`src/fcpq_pkg.sv`:
```
// Package: widths, codes, entry and cell control types for the priority queue
package fcpq_pkg;

    localparam int QUEUE_DEPTH_DEF = 16;

    localparam int NUMBER_W = 37;
    localparam int ITEMS_W  = 16;
    localparam int NAME_W   = 16;
    localparam int CLASS_W  = 2;
    localparam int STATUS_W = 2;
    localparam int WAIT_W   = 5;

    typedef logic [CLASS_W-1:0]  t_class;
    typedef logic [CLASS_W-1:0]  t_rank;
    typedef logic [NUMBER_W-1:0] t_number;
    typedef logic [ITEMS_W-1:0]  t_items;
    typedef logic [NAME_W-1:0]   t_name;
    typedef logic [STATUS_W-1:0] t_status;
    typedef logic [WAIT_W-1:0]   t_wait;

    localparam logic    KIND_ADD   = 1'b0;
    localparam logic    KIND_SERVE = 1'b1;

    localparam t_status STATUS_DONE  = 2'd0;
    localparam t_status STATUS_EMPTY = 2'd1;
    localparam t_status STATUS_FULL  = 2'd2;

    localparam t_class  CLASS_ORDINARY = 2'd0;
    localparam t_rank   RANK_LAST      = 2'd3;

    typedef struct packed {
        t_class  cls;
        t_number number;
        t_items  items;
        t_name   name;
    } t_entry;

    typedef struct packed {
        logic   add;
        logic   serve;
        t_rank  rank;
        t_entry entry;
    } t_cell_ctrl;

    typedef struct packed {
        t_status status;
        t_entry  served;
        t_wait   waiting;
    } t_result;

    // class 1 is served first, ordinary entries last
    function automatic t_rank rank_of(input t_class cls);
        t_rank r;
        if (cls == CLASS_ORDINARY) begin
            r = RANK_LAST;
        end else begin
            r = t_rank'(cls - t_class'(1));
        end
        return r;
    endfunction

endpackage

```
`src/fcpq_if.sv`:
```
// Interfaces: input and result channels of the priority queue
interface fcpq_in_if;
    logic                    valid;
    logic                    ready;
    logic                    kind;
    fcpq_pkg::t_class        priority_class;
    fcpq_pkg::t_number       customer_number;
    fcpq_pkg::t_items        cart_items;
    fcpq_pkg::t_name         name_handle;

    modport source (
        output valid, kind, priority_class, customer_number, cart_items, name_handle,
        input  ready
    );
    modport sink (
        input  valid, kind, priority_class, customer_number, cart_items, name_handle,
        output ready
    );
endinterface

interface fcpq_out_if;
    logic                    valid;
    logic                    ready;
    fcpq_pkg::t_status       status;
    fcpq_pkg::t_class        served_class;
    fcpq_pkg::t_number       served_number;
    fcpq_pkg::t_items        served_items;
    fcpq_pkg::t_name         served_name;
    fcpq_pkg::t_wait         waiting_count;

    modport source (
        output valid, status, served_class, served_number, served_items, served_name,
               waiting_count,
        input  ready
    );
    modport sink (
        input  valid, status, served_class, served_number, served_items, served_name,
               waiting_count,
        output ready
    );
endinterface

```
`src/fcpq_cell.sv`:
```
// Cell: one queue slot that shifts toward the tail on insert and toward the head on serve
module fcpq_cell (
    input  logic                  i_clk,
    input  logic                  i_rst_n,
    input  fcpq_pkg::t_cell_ctrl  i_ctrl,
    input  fcpq_pkg::t_entry      i_prev_entry,
    input  logic                  i_prev_valid,
    input  logic                  i_prev_behind,
    input  fcpq_pkg::t_entry      i_next_entry,
    input  logic                  i_next_valid,
    output fcpq_pkg::t_entry      o_entry,
    output logic                  o_valid,
    output logic                  o_behind
);

    logic             r_valid;
    logic             n_valid;
    fcpq_pkg::t_entry r_entry;
    fcpq_pkg::t_entry n_entry;
    logic             behind;

    assign behind = r_valid && (fcpq_pkg::rank_of(r_entry.cls) <= i_ctrl.rank);

    always_comb begin
        n_valid = r_valid;
        n_entry = r_entry;
        priority if (i_ctrl.serve) begin
            n_valid = i_next_valid;
            n_entry = i_next_entry;
        end else if (i_ctrl.add && !behind) begin
            if (i_prev_behind) begin
                n_valid = 1'b1;
                n_entry = i_ctrl.entry;
            end else begin
                n_valid = i_prev_valid;
                n_entry = i_prev_entry;
            end
        end
    end

    always_ff @(posedge i_clk) begin
        if (!i_rst_n) begin
            r_valid <= 1'b0;
        end else begin
            r_valid <= n_valid;
        end
        r_entry <= n_entry;
    end

    assign o_entry  = r_entry;
    assign o_valid  = r_valid;
    assign o_behind = behind;

endmodule

```
`src/four_class_priority_queue_top.sv`:
```
// Top level: four-class strict priority queue built from a row of shifting cells
// Each result is registered in the next cycle; all cells insert or shift together.
// Throughput: one word per cycle when the last result is taken or none is held.
// The output register lets a new word enter while the last result is taken.
// Reset: synchronous, active low; clears cell valid bits, the fill count and output valid.
// Slot payloads are not reset.
module four_class_priority_queue_top #(
    parameter int QUEUE_DEPTH = fcpq_pkg::QUEUE_DEPTH_DEF
) (
    input  logic              i_clk,
    input  logic              i_rst_n,
    fcpq_in_if.sink           i_in,
    fcpq_out_if.source        o_out
);

    localparam int FILL_W = $clog2(QUEUE_DEPTH + 1);
    localparam logic [FILL_W-1:0] FULL_LEVEL = FILL_W'(QUEUE_DEPTH);

    logic [FILL_W-1:0]    r_fill;
    logic [FILL_W-1:0]    n_fill;
    logic                 r_out_valid;
    logic                 n_out_valid;
    fcpq_pkg::t_result    r_result;
    fcpq_pkg::t_result    n_result;

    fcpq_pkg::t_cell_ctrl ctrl;
    fcpq_pkg::t_entry     cell_entry [QUEUE_DEPTH];
    logic [QUEUE_DEPTH-1:0] cell_valid;
    logic [QUEUE_DEPTH-1:0] cell_behind;

    logic accept;
    logic full;
    logic empty;

    assign i_in.ready = !r_out_valid || o_out.ready;
    assign accept     = i_in.valid && i_in.ready;
    assign full       = (r_fill == FULL_LEVEL);
    assign empty      = (r_fill == '0);

    always_comb begin
        ctrl              = '0;
        ctrl.add          = accept && (i_in.kind == fcpq_pkg::KIND_ADD) && !full;
        ctrl.serve        = accept && (i_in.kind == fcpq_pkg::KIND_SERVE) && !empty;
        ctrl.rank         = fcpq_pkg::rank_of(i_in.priority_class);
        ctrl.entry.cls    = i_in.priority_class;
        ctrl.entry.number = i_in.customer_number;
        ctrl.entry.items  = i_in.cart_items;
        ctrl.entry.name   = i_in.name_handle;
    end

    for (genvar g = 0; g < QUEUE_DEPTH; g++) begin : g_cell
        fcpq_pkg::t_entry prev_entry;
        logic             prev_valid;
        logic             prev_behind;
        fcpq_pkg::t_entry next_entry;
        logic             next_valid;

        if (g == 0) begin : g_head
            assign prev_entry  = '0;
            assign prev_valid  = 1'b0;
            assign prev_behind = 1'b1;
        end else begin : g_body
            assign prev_entry  = cell_entry[g-1];
            assign prev_valid  = cell_valid[g-1];
            assign prev_behind = cell_behind[g-1];
        end

        if (g == QUEUE_DEPTH - 1) begin : g_tail
            assign next_entry = '0;
            assign next_valid = 1'b0;
        end else begin : g_inner
            assign next_entry = cell_entry[g+1];
            assign next_valid = cell_valid[g+1];
        end

        fcpq_cell u_cell (
            .i_clk         (i_clk),
            .i_rst_n       (i_rst_n),
            .i_ctrl        (ctrl),
            .i_prev_entry  (prev_entry),
            .i_prev_valid  (prev_valid),
            .i_prev_behind (prev_behind),
            .i_next_entry  (next_entry),
            .i_next_valid  (next_valid),
            .o_entry       (cell_entry[g]),
            .o_valid       (cell_valid[g]),
            .o_behind      (cell_behind[g])
        );
    end

    always_comb begin
        n_fill = r_fill;
        if (ctrl.add) begin
            n_fill = r_fill + FILL_W'(1);
        end else if (ctrl.serve) begin
            n_fill = r_fill - FILL_W'(1);
        end
    end

    always_comb begin
        n_out_valid = r_out_valid;
        n_result    = r_result;
        if (accept) begin
            n_out_valid      = 1'b1;
            n_result.status  = fcpq_pkg::STATUS_DONE;
            n_result.served  = '0;
            n_result.waiting = fcpq_pkg::t_wait'(n_fill);
            if (i_in.kind == fcpq_pkg::KIND_ADD) begin
                if (full) begin
                    n_result.status = fcpq_pkg::STATUS_FULL;
                end
            end else begin
                if (empty) begin
                    n_result.status = fcpq_pkg::STATUS_EMPTY;
                end else begin
                    n_result.served = cell_entry[0];
                end
            end
        end else if (o_out.ready) begin
            n_out_valid = 1'b0;
        end
    end

    always_ff @(posedge i_clk) begin
        if (!i_rst_n) begin
            r_fill      <= '0;
            r_out_valid <= 1'b0;
        end else begin
            r_fill      <= n_fill;
            r_out_valid <= n_out_valid;
        end
        r_result <= n_result;
    end

    assign o_out.valid         = r_out_valid;
    assign o_out.status        = r_result.status;
    assign o_out.served_class  = r_result.served.cls;
    assign o_out.served_number = r_result.served.number;
    assign o_out.served_items  = r_result.served.items;
    assign o_out.served_name   = r_result.served.name;
    assign o_out.waiting_count = r_result.waiting;

    a_fill_bound: assert property (@(posedge i_clk) disable iff (!i_rst_n)
        r_fill <= FULL_LEVEL)
        else $error("fill above depth");

    a_valid_count: assert property (@(posedge i_clk) disable iff (!i_rst_n)
        $countones(cell_valid) == int'(r_fill))
        else $error("cell valid bits disagree with fill");

    a_head_valid: assert property (@(posedge i_clk) disable iff (!i_rst_n)
        cell_valid[0] == !empty)
        else $error("head cell valid disagrees with fill");

    a_full_refuse: assert property (@(posedge i_clk) disable iff (!i_rst_n)
        (accept && (i_in.kind == fcpq_pkg::KIND_ADD) && full) |=>
            ($stable(r_fill) && (r_result.status == fcpq_pkg::STATUS_FULL)))
        else $error("add on full queue changed the queue");

endmodule
```
`src/flat_wrapper.sv`:
```
// flat-port wrapper written by rule: the top's interface ports become plain ports
module four_class_priority_queue_top_flat 
#(
    parameter int QUEUE_DEPTH = fcpq_pkg::QUEUE_DEPTH_DEF
)
  (i_clk, i_rst_n, i_in_valid, i_in_kind, i_in_priority_class, i_in_customer_number, i_in_cart_items, i_in_name_handle, i_in_ready, o_out_valid, o_out_status, o_out_served_class, o_out_served_number, o_out_served_items, o_out_served_name, o_out_waiting_count, o_out_ready);
  fcpq_in_if i_in_i ();
  fcpq_out_if o_out_i ();
  input  logic i_clk;
  input  logic i_rst_n;
  input wire logic [$bits(i_in_i.valid)-1:0] i_in_valid;
  input wire logic [$bits(i_in_i.kind)-1:0] i_in_kind;
  input wire logic [$bits(i_in_i.priority_class)-1:0] i_in_priority_class;
  input wire logic [$bits(i_in_i.customer_number)-1:0] i_in_customer_number;
  input wire logic [$bits(i_in_i.cart_items)-1:0] i_in_cart_items;
  input wire logic [$bits(i_in_i.name_handle)-1:0] i_in_name_handle;
  output wire logic [$bits(i_in_i.ready)-1:0] i_in_ready;
  output wire logic [$bits(o_out_i.valid)-1:0] o_out_valid;
  output wire logic [$bits(o_out_i.status)-1:0] o_out_status;
  output wire logic [$bits(o_out_i.served_class)-1:0] o_out_served_class;
  output wire logic [$bits(o_out_i.served_number)-1:0] o_out_served_number;
  output wire logic [$bits(o_out_i.served_items)-1:0] o_out_served_items;
  output wire logic [$bits(o_out_i.served_name)-1:0] o_out_served_name;
  output wire logic [$bits(o_out_i.waiting_count)-1:0] o_out_waiting_count;
  input wire logic [$bits(o_out_i.ready)-1:0] o_out_ready;
  assign i_in_i.valid = i_in_valid;
  assign i_in_i.kind = i_in_kind;
  assign i_in_i.priority_class = i_in_priority_class;
  assign i_in_i.customer_number = i_in_customer_number;
  assign i_in_i.cart_items = i_in_cart_items;
  assign i_in_i.name_handle = i_in_name_handle;
  assign i_in_ready = i_in_i.ready;
  assign o_out_valid = o_out_i.valid;
  assign o_out_status = o_out_i.status;
  assign o_out_served_class = o_out_i.served_class;
  assign o_out_served_number = o_out_i.served_number;
  assign o_out_served_items = o_out_i.served_items;
  assign o_out_served_name = o_out_i.served_name;
  assign o_out_waiting_count = o_out_i.waiting_count;
  assign o_out_i.ready = o_out_ready;
  four_class_priority_queue_top #(.QUEUE_DEPTH(QUEUE_DEPTH)) u_core (.i_clk(i_clk), .i_rst_n(i_rst_n), .i_in(i_in_i), .o_out(o_out_i));
endmodule
```
`config.mk`:
```
export PLATFORM = sky130hd
export DESIGN_NAME = four_class_priority_queue_top_flat
export DESIGN_NICKNAME = d
export VERILOG_FILES = /design/src/fcpq_pkg.sv /design/src/fcpq_if.sv /design/src/fcpq_cell.sv /design/src/four_class_priority_queue_top.sv /design/src/flat_wrapper.sv
export SDC_FILE = /design/constraint.sdc
export NUM_CORES = 2
export LEC_CHECK = 0
export ABC_CLOCK_PERIOD_IN_PS = 26500
export BUFFER_PORTS_ARGS = -buffer_cell sky130_fd_sc_hd__buf_2
export CAP_MARGIN = 15
export CORE_MARGIN = 8
export CORE_UTILIZATION = 53
export CTS_BUF_LIST = sky130_fd_sc_hd__clkbuf_4 sky130_fd_sc_hd__clkbuf_8
export DETAILED_ROUTE_END_ITERATION = 8
export GPL_TIMING_DRIVEN = 0
export PLACE_DENSITY = 0.69
export SLEW_MARGIN = 30
export SYNTH_ARGS = -nofsm -noshare
export SYNTH_HDL_FRONTEND = slang
export SYNTH_SLANG_ARGS = --single-unit
export TNS_END_PERCENT = 1
```
`constraint.sdc`:
```
create_clock -name i_clk -period 26.5 [get_ports i_clk]
set_input_delay 5.3 -clock i_clk [delete_from_list [all_inputs] [get_ports i_clk]]
set_output_delay 5.3 -clock i_clk [all_outputs]
set_load 0.02 [all_outputs]
```
==> out/qor.txt <==
Status -> finished with violations
Failing checks -> DRC
Most used cell, CP -> buf_2
Total clock sinks -> 1236
DRC errors left -> 2
Final period utilization -> 0.431
Int Pwr -> 3.97 mW
P_sw -> 1.73 mW
Endpoints failing setup -> 0
Drt first-iter violations -> 4150
Sw Ratio -> 0.303
Post-CTS setup buffer count -> 0
EDFF count, synth -> 1143
Vias per cell -> 5.80
Distinct cells, synth -> 44
Core Area -> 116000 µm²
Hold WS -> 0.523 ns
Met2 Use GR -> 0.452
Total grt overflow -> 0
1st-pass router iterations -> 8
CTS tree -> done
Post-synth top cells -> nand2_1, edfxtp_1, o21ai_0
HP Start -> u_core.g_cell[15].u_cell.o_entry[44]
CTS Hold Bufs -> 0
Layout cell share with drive strength beyond 1 -> 0.118
Pwr Density -> 81.5 nW/µm²
Clock Pin Slew Worst Setup and Hold Paths -> 0.06 ns
Ys Warns -> 0
GP Congestion -> 0.875
Setup TNS -> 0 ns
Port buffer count -> 151
Reg2reg start -> u_core.r_fill[1]
Global-route wire length before repair -> 272000 µm
Number of max-cap violations -> 0
Highest clock rate -> 0.0876 GHz
Chip Width -> 357 µm
RSZ-0062 raised after global routing -> no
Synthesized cell area -> 61500 µm²
Buf/Inv on CP -> 3
Die H -> 357 µm
Clk network pwr share -> 0.297
Row count -> 125
Least-Margin Pin Slew -> 1.02 ns
Share of the synthesized area in the top cell type -> 0.558
Largest net degree at the start of global routing -> 46
Multi-input gate area in the final layout -> 23300 µm²
VDD IR max -> 0.0531 mV
Critical path data arrival time -> 6.12 ns
Clock Tree Buf Depth -> 3
Via count of the first global-routing pass -> 46000
Combinational Power Share -> 0.220
CP endpoint kind -> output port
Initial Util -> 0.532
CP required -> 21.20 ns
Number of fill cells in the layout -> 9484
Final hold violations -> 0
Area grow syn2layout -> 13.7%
Resize count post-CTS -> 0
Post-route cell area -> 69900 µm²
Met3 Use GR -> 0.0704
WS Path Type -> input pin to output port
Post-Syn Instances -> 5522
Leading area contributor after synthesis -> edfxtp_1
Post-DP HPWL -> 135000 µm
Number of antenna violations at the first check in global routing -> 20
CTS buffer count -> 205
Min-Delay Path Class -> register to register
# IOs -> 156
Total number of vias -> 44400
Final Skew -> 0.0265 ns
Slew headroom -> 0.320
Net count of the mapped netlist -> 5632
Seq cells post-synth -> 1236
Routed Antenna Nets -> 0
Post-DP Area -> 65800 µm²
Slew Viols, Final -> 0
Clk_lat worst skew -> 0.88 ns
Synth Flop Type -> edfxtp_1
Total GRT Usage -> 0.277
Mean Syn Cell Area -> 11.1 µm²
Final min period -> 11.42 ns
Max H-tree Level -> 4
CP startpoint kind -> input pin
Worst path slowest cell -> clkbuf_1
Seq/Total Area, Yosys -> 0.589
Max incr delay on CP -> 0.38 ns
Critical Path, Cell by Cell -> buf_2, nand2b_1, clkbuf_1, buf_2
Leak -> 22.5 nW
Top delay family on crit path -> buffers and inverters
# nets final -> 6048
Most frequent cell after synthesis -> nand2_1
Grt met1 use -> 0.343
Worst-path maximum fanout -> 10
Sequential share of power -> 0.483
Gr busiest metal -> met2
Final wirelength -> 180000 µm
Reg area -> 36200 µm²
Routed wire per std cell -> 23.5 µm
Beginning of the critical path -> o_out_ready
Post-synthesis async set-or-reset flop share -> 0
Area contributors post-synth -> edfxtp_1, mux2i_1, o21ai_0
CTS Root Cell -> clkbuf_8
DIE AREA -> 127000 µm²
[per-stage QoR]
stage / util / std cells / total power [mW] / setup slack [ns]
after global placement: 0.555 / 7197 / 3.92 / 8.29
after CTS: 0.605 / 7638 / 5.69 / 15.10
after floorplan: - / 5522 / 3.58 / 13.21
final: 0.605 / 7658 / 5.70 / 15.08
after global routing: 0.605 / 7652 / 5.93 / 15.02
after detailed placement: 0.569 / 7255 / 4.01 / 15.10
[logic make-up after synthesis]
kind of cell / Yosys count / synth area share
xor gates and xnor gates: 18 / 0.00256
and+or+nand+nor: 1537 / 0.100
buffers and inverters: 499 / 0.0363
AOI/OAI and AO/OA: 1202 / 0.103
muxes: 996 / 0.162
DFF: 1236 / 0.589
adders and majority gates: 34 / 0.00692
[sequential cells by signal, indices dropped and copies added, names as in the netlist]
name,count
u_core.r_fill,5
u_core.o_out.served_class,2
u_core.g_cell.u_cell.o_valid,16
u_core.o_out.valid,1
u_core.o_out.served_name,16
u_core.g_cell.u_cell.o_entry,1136
u_core.o_out.served_items,16
u_core.o_out.status,2
u_core.o_out.waiting_count,5
u_core.o_out.served_number,37
[cell type report]
class / instances / share of cell area
Sequential cell: 1236 / 0.517
Clock inverter: 65 / 0.00478
Inverter: 8 / 0.000429
Tap cell: 1524 / 0.0273
Antenna cell: 20 / 0.000716
Buffer: 491 / 0.0323
Clock buffer: 318 / 0.0537
Timing Repair Buffer: 209 / 0.0306
Multi-Input combinational cell: 3787 / 0.333
[layout by cell type (no fill, tap or decap), drive strengths merged, types with 42 or more instances in the layout]
| master | instances |
|---|---|
| a21oi | 75 |
| o21ai | 1039 |
| nand2 | 1350 |
| clkbuf | 648 |
| mux2i | 996 |
| a311oi | 71 |
| dfxtp | 93 |
| nor3 | 42 |
| clkinv | 53 |
| edfxtp | 1143 |
| buf | 370 |
| and2 | 75 |
[power by group through the flow]
stage | clock network, mW | registers [mW] | logic, mW
after global routing | 1.79 | 2.78 | 1.35
after CTS | 1.71 | 2.75 | 1.23
after global placement | 0 | 2.84 | 1.09
after floorplan | 0 | 2.79 | 0.798
after detailed placement | 0 | 2.78 | 1.23
final | 1.69 | 2.75 | 1.25
[metal layers]
layer	vias up	wire length, µm	part of all wire
li1	20800	-	-
met1	21500	72800	0.40
met2	1723	83700	0.46
met3	402	15300	0.085
met4	2	8410	0.047
met5	-	20	0.00011
[tightest hold or removal path: cells and delay by family (launching register included)]
kind	cells	cell delay [ns]
AO/OA/AOI/OAI	2	0.17
flip-flops	1	0.31
[worst paths after layout]
check        slack [ns]                                   end  depth (start not counted)
max               15.08                            i_in_ready                          4
min                0.52  u_core.g_cell[15].u_cell.o_entry[44]                          2
max reg2reg       22.30  u_core.g_cell[14].u_cell.o_entry[37]                         10
min reg2reg        0.52  u_core.g_cell[15].u_cell.o_entry[44]                          2
Power figures use the tool's default switching activity.
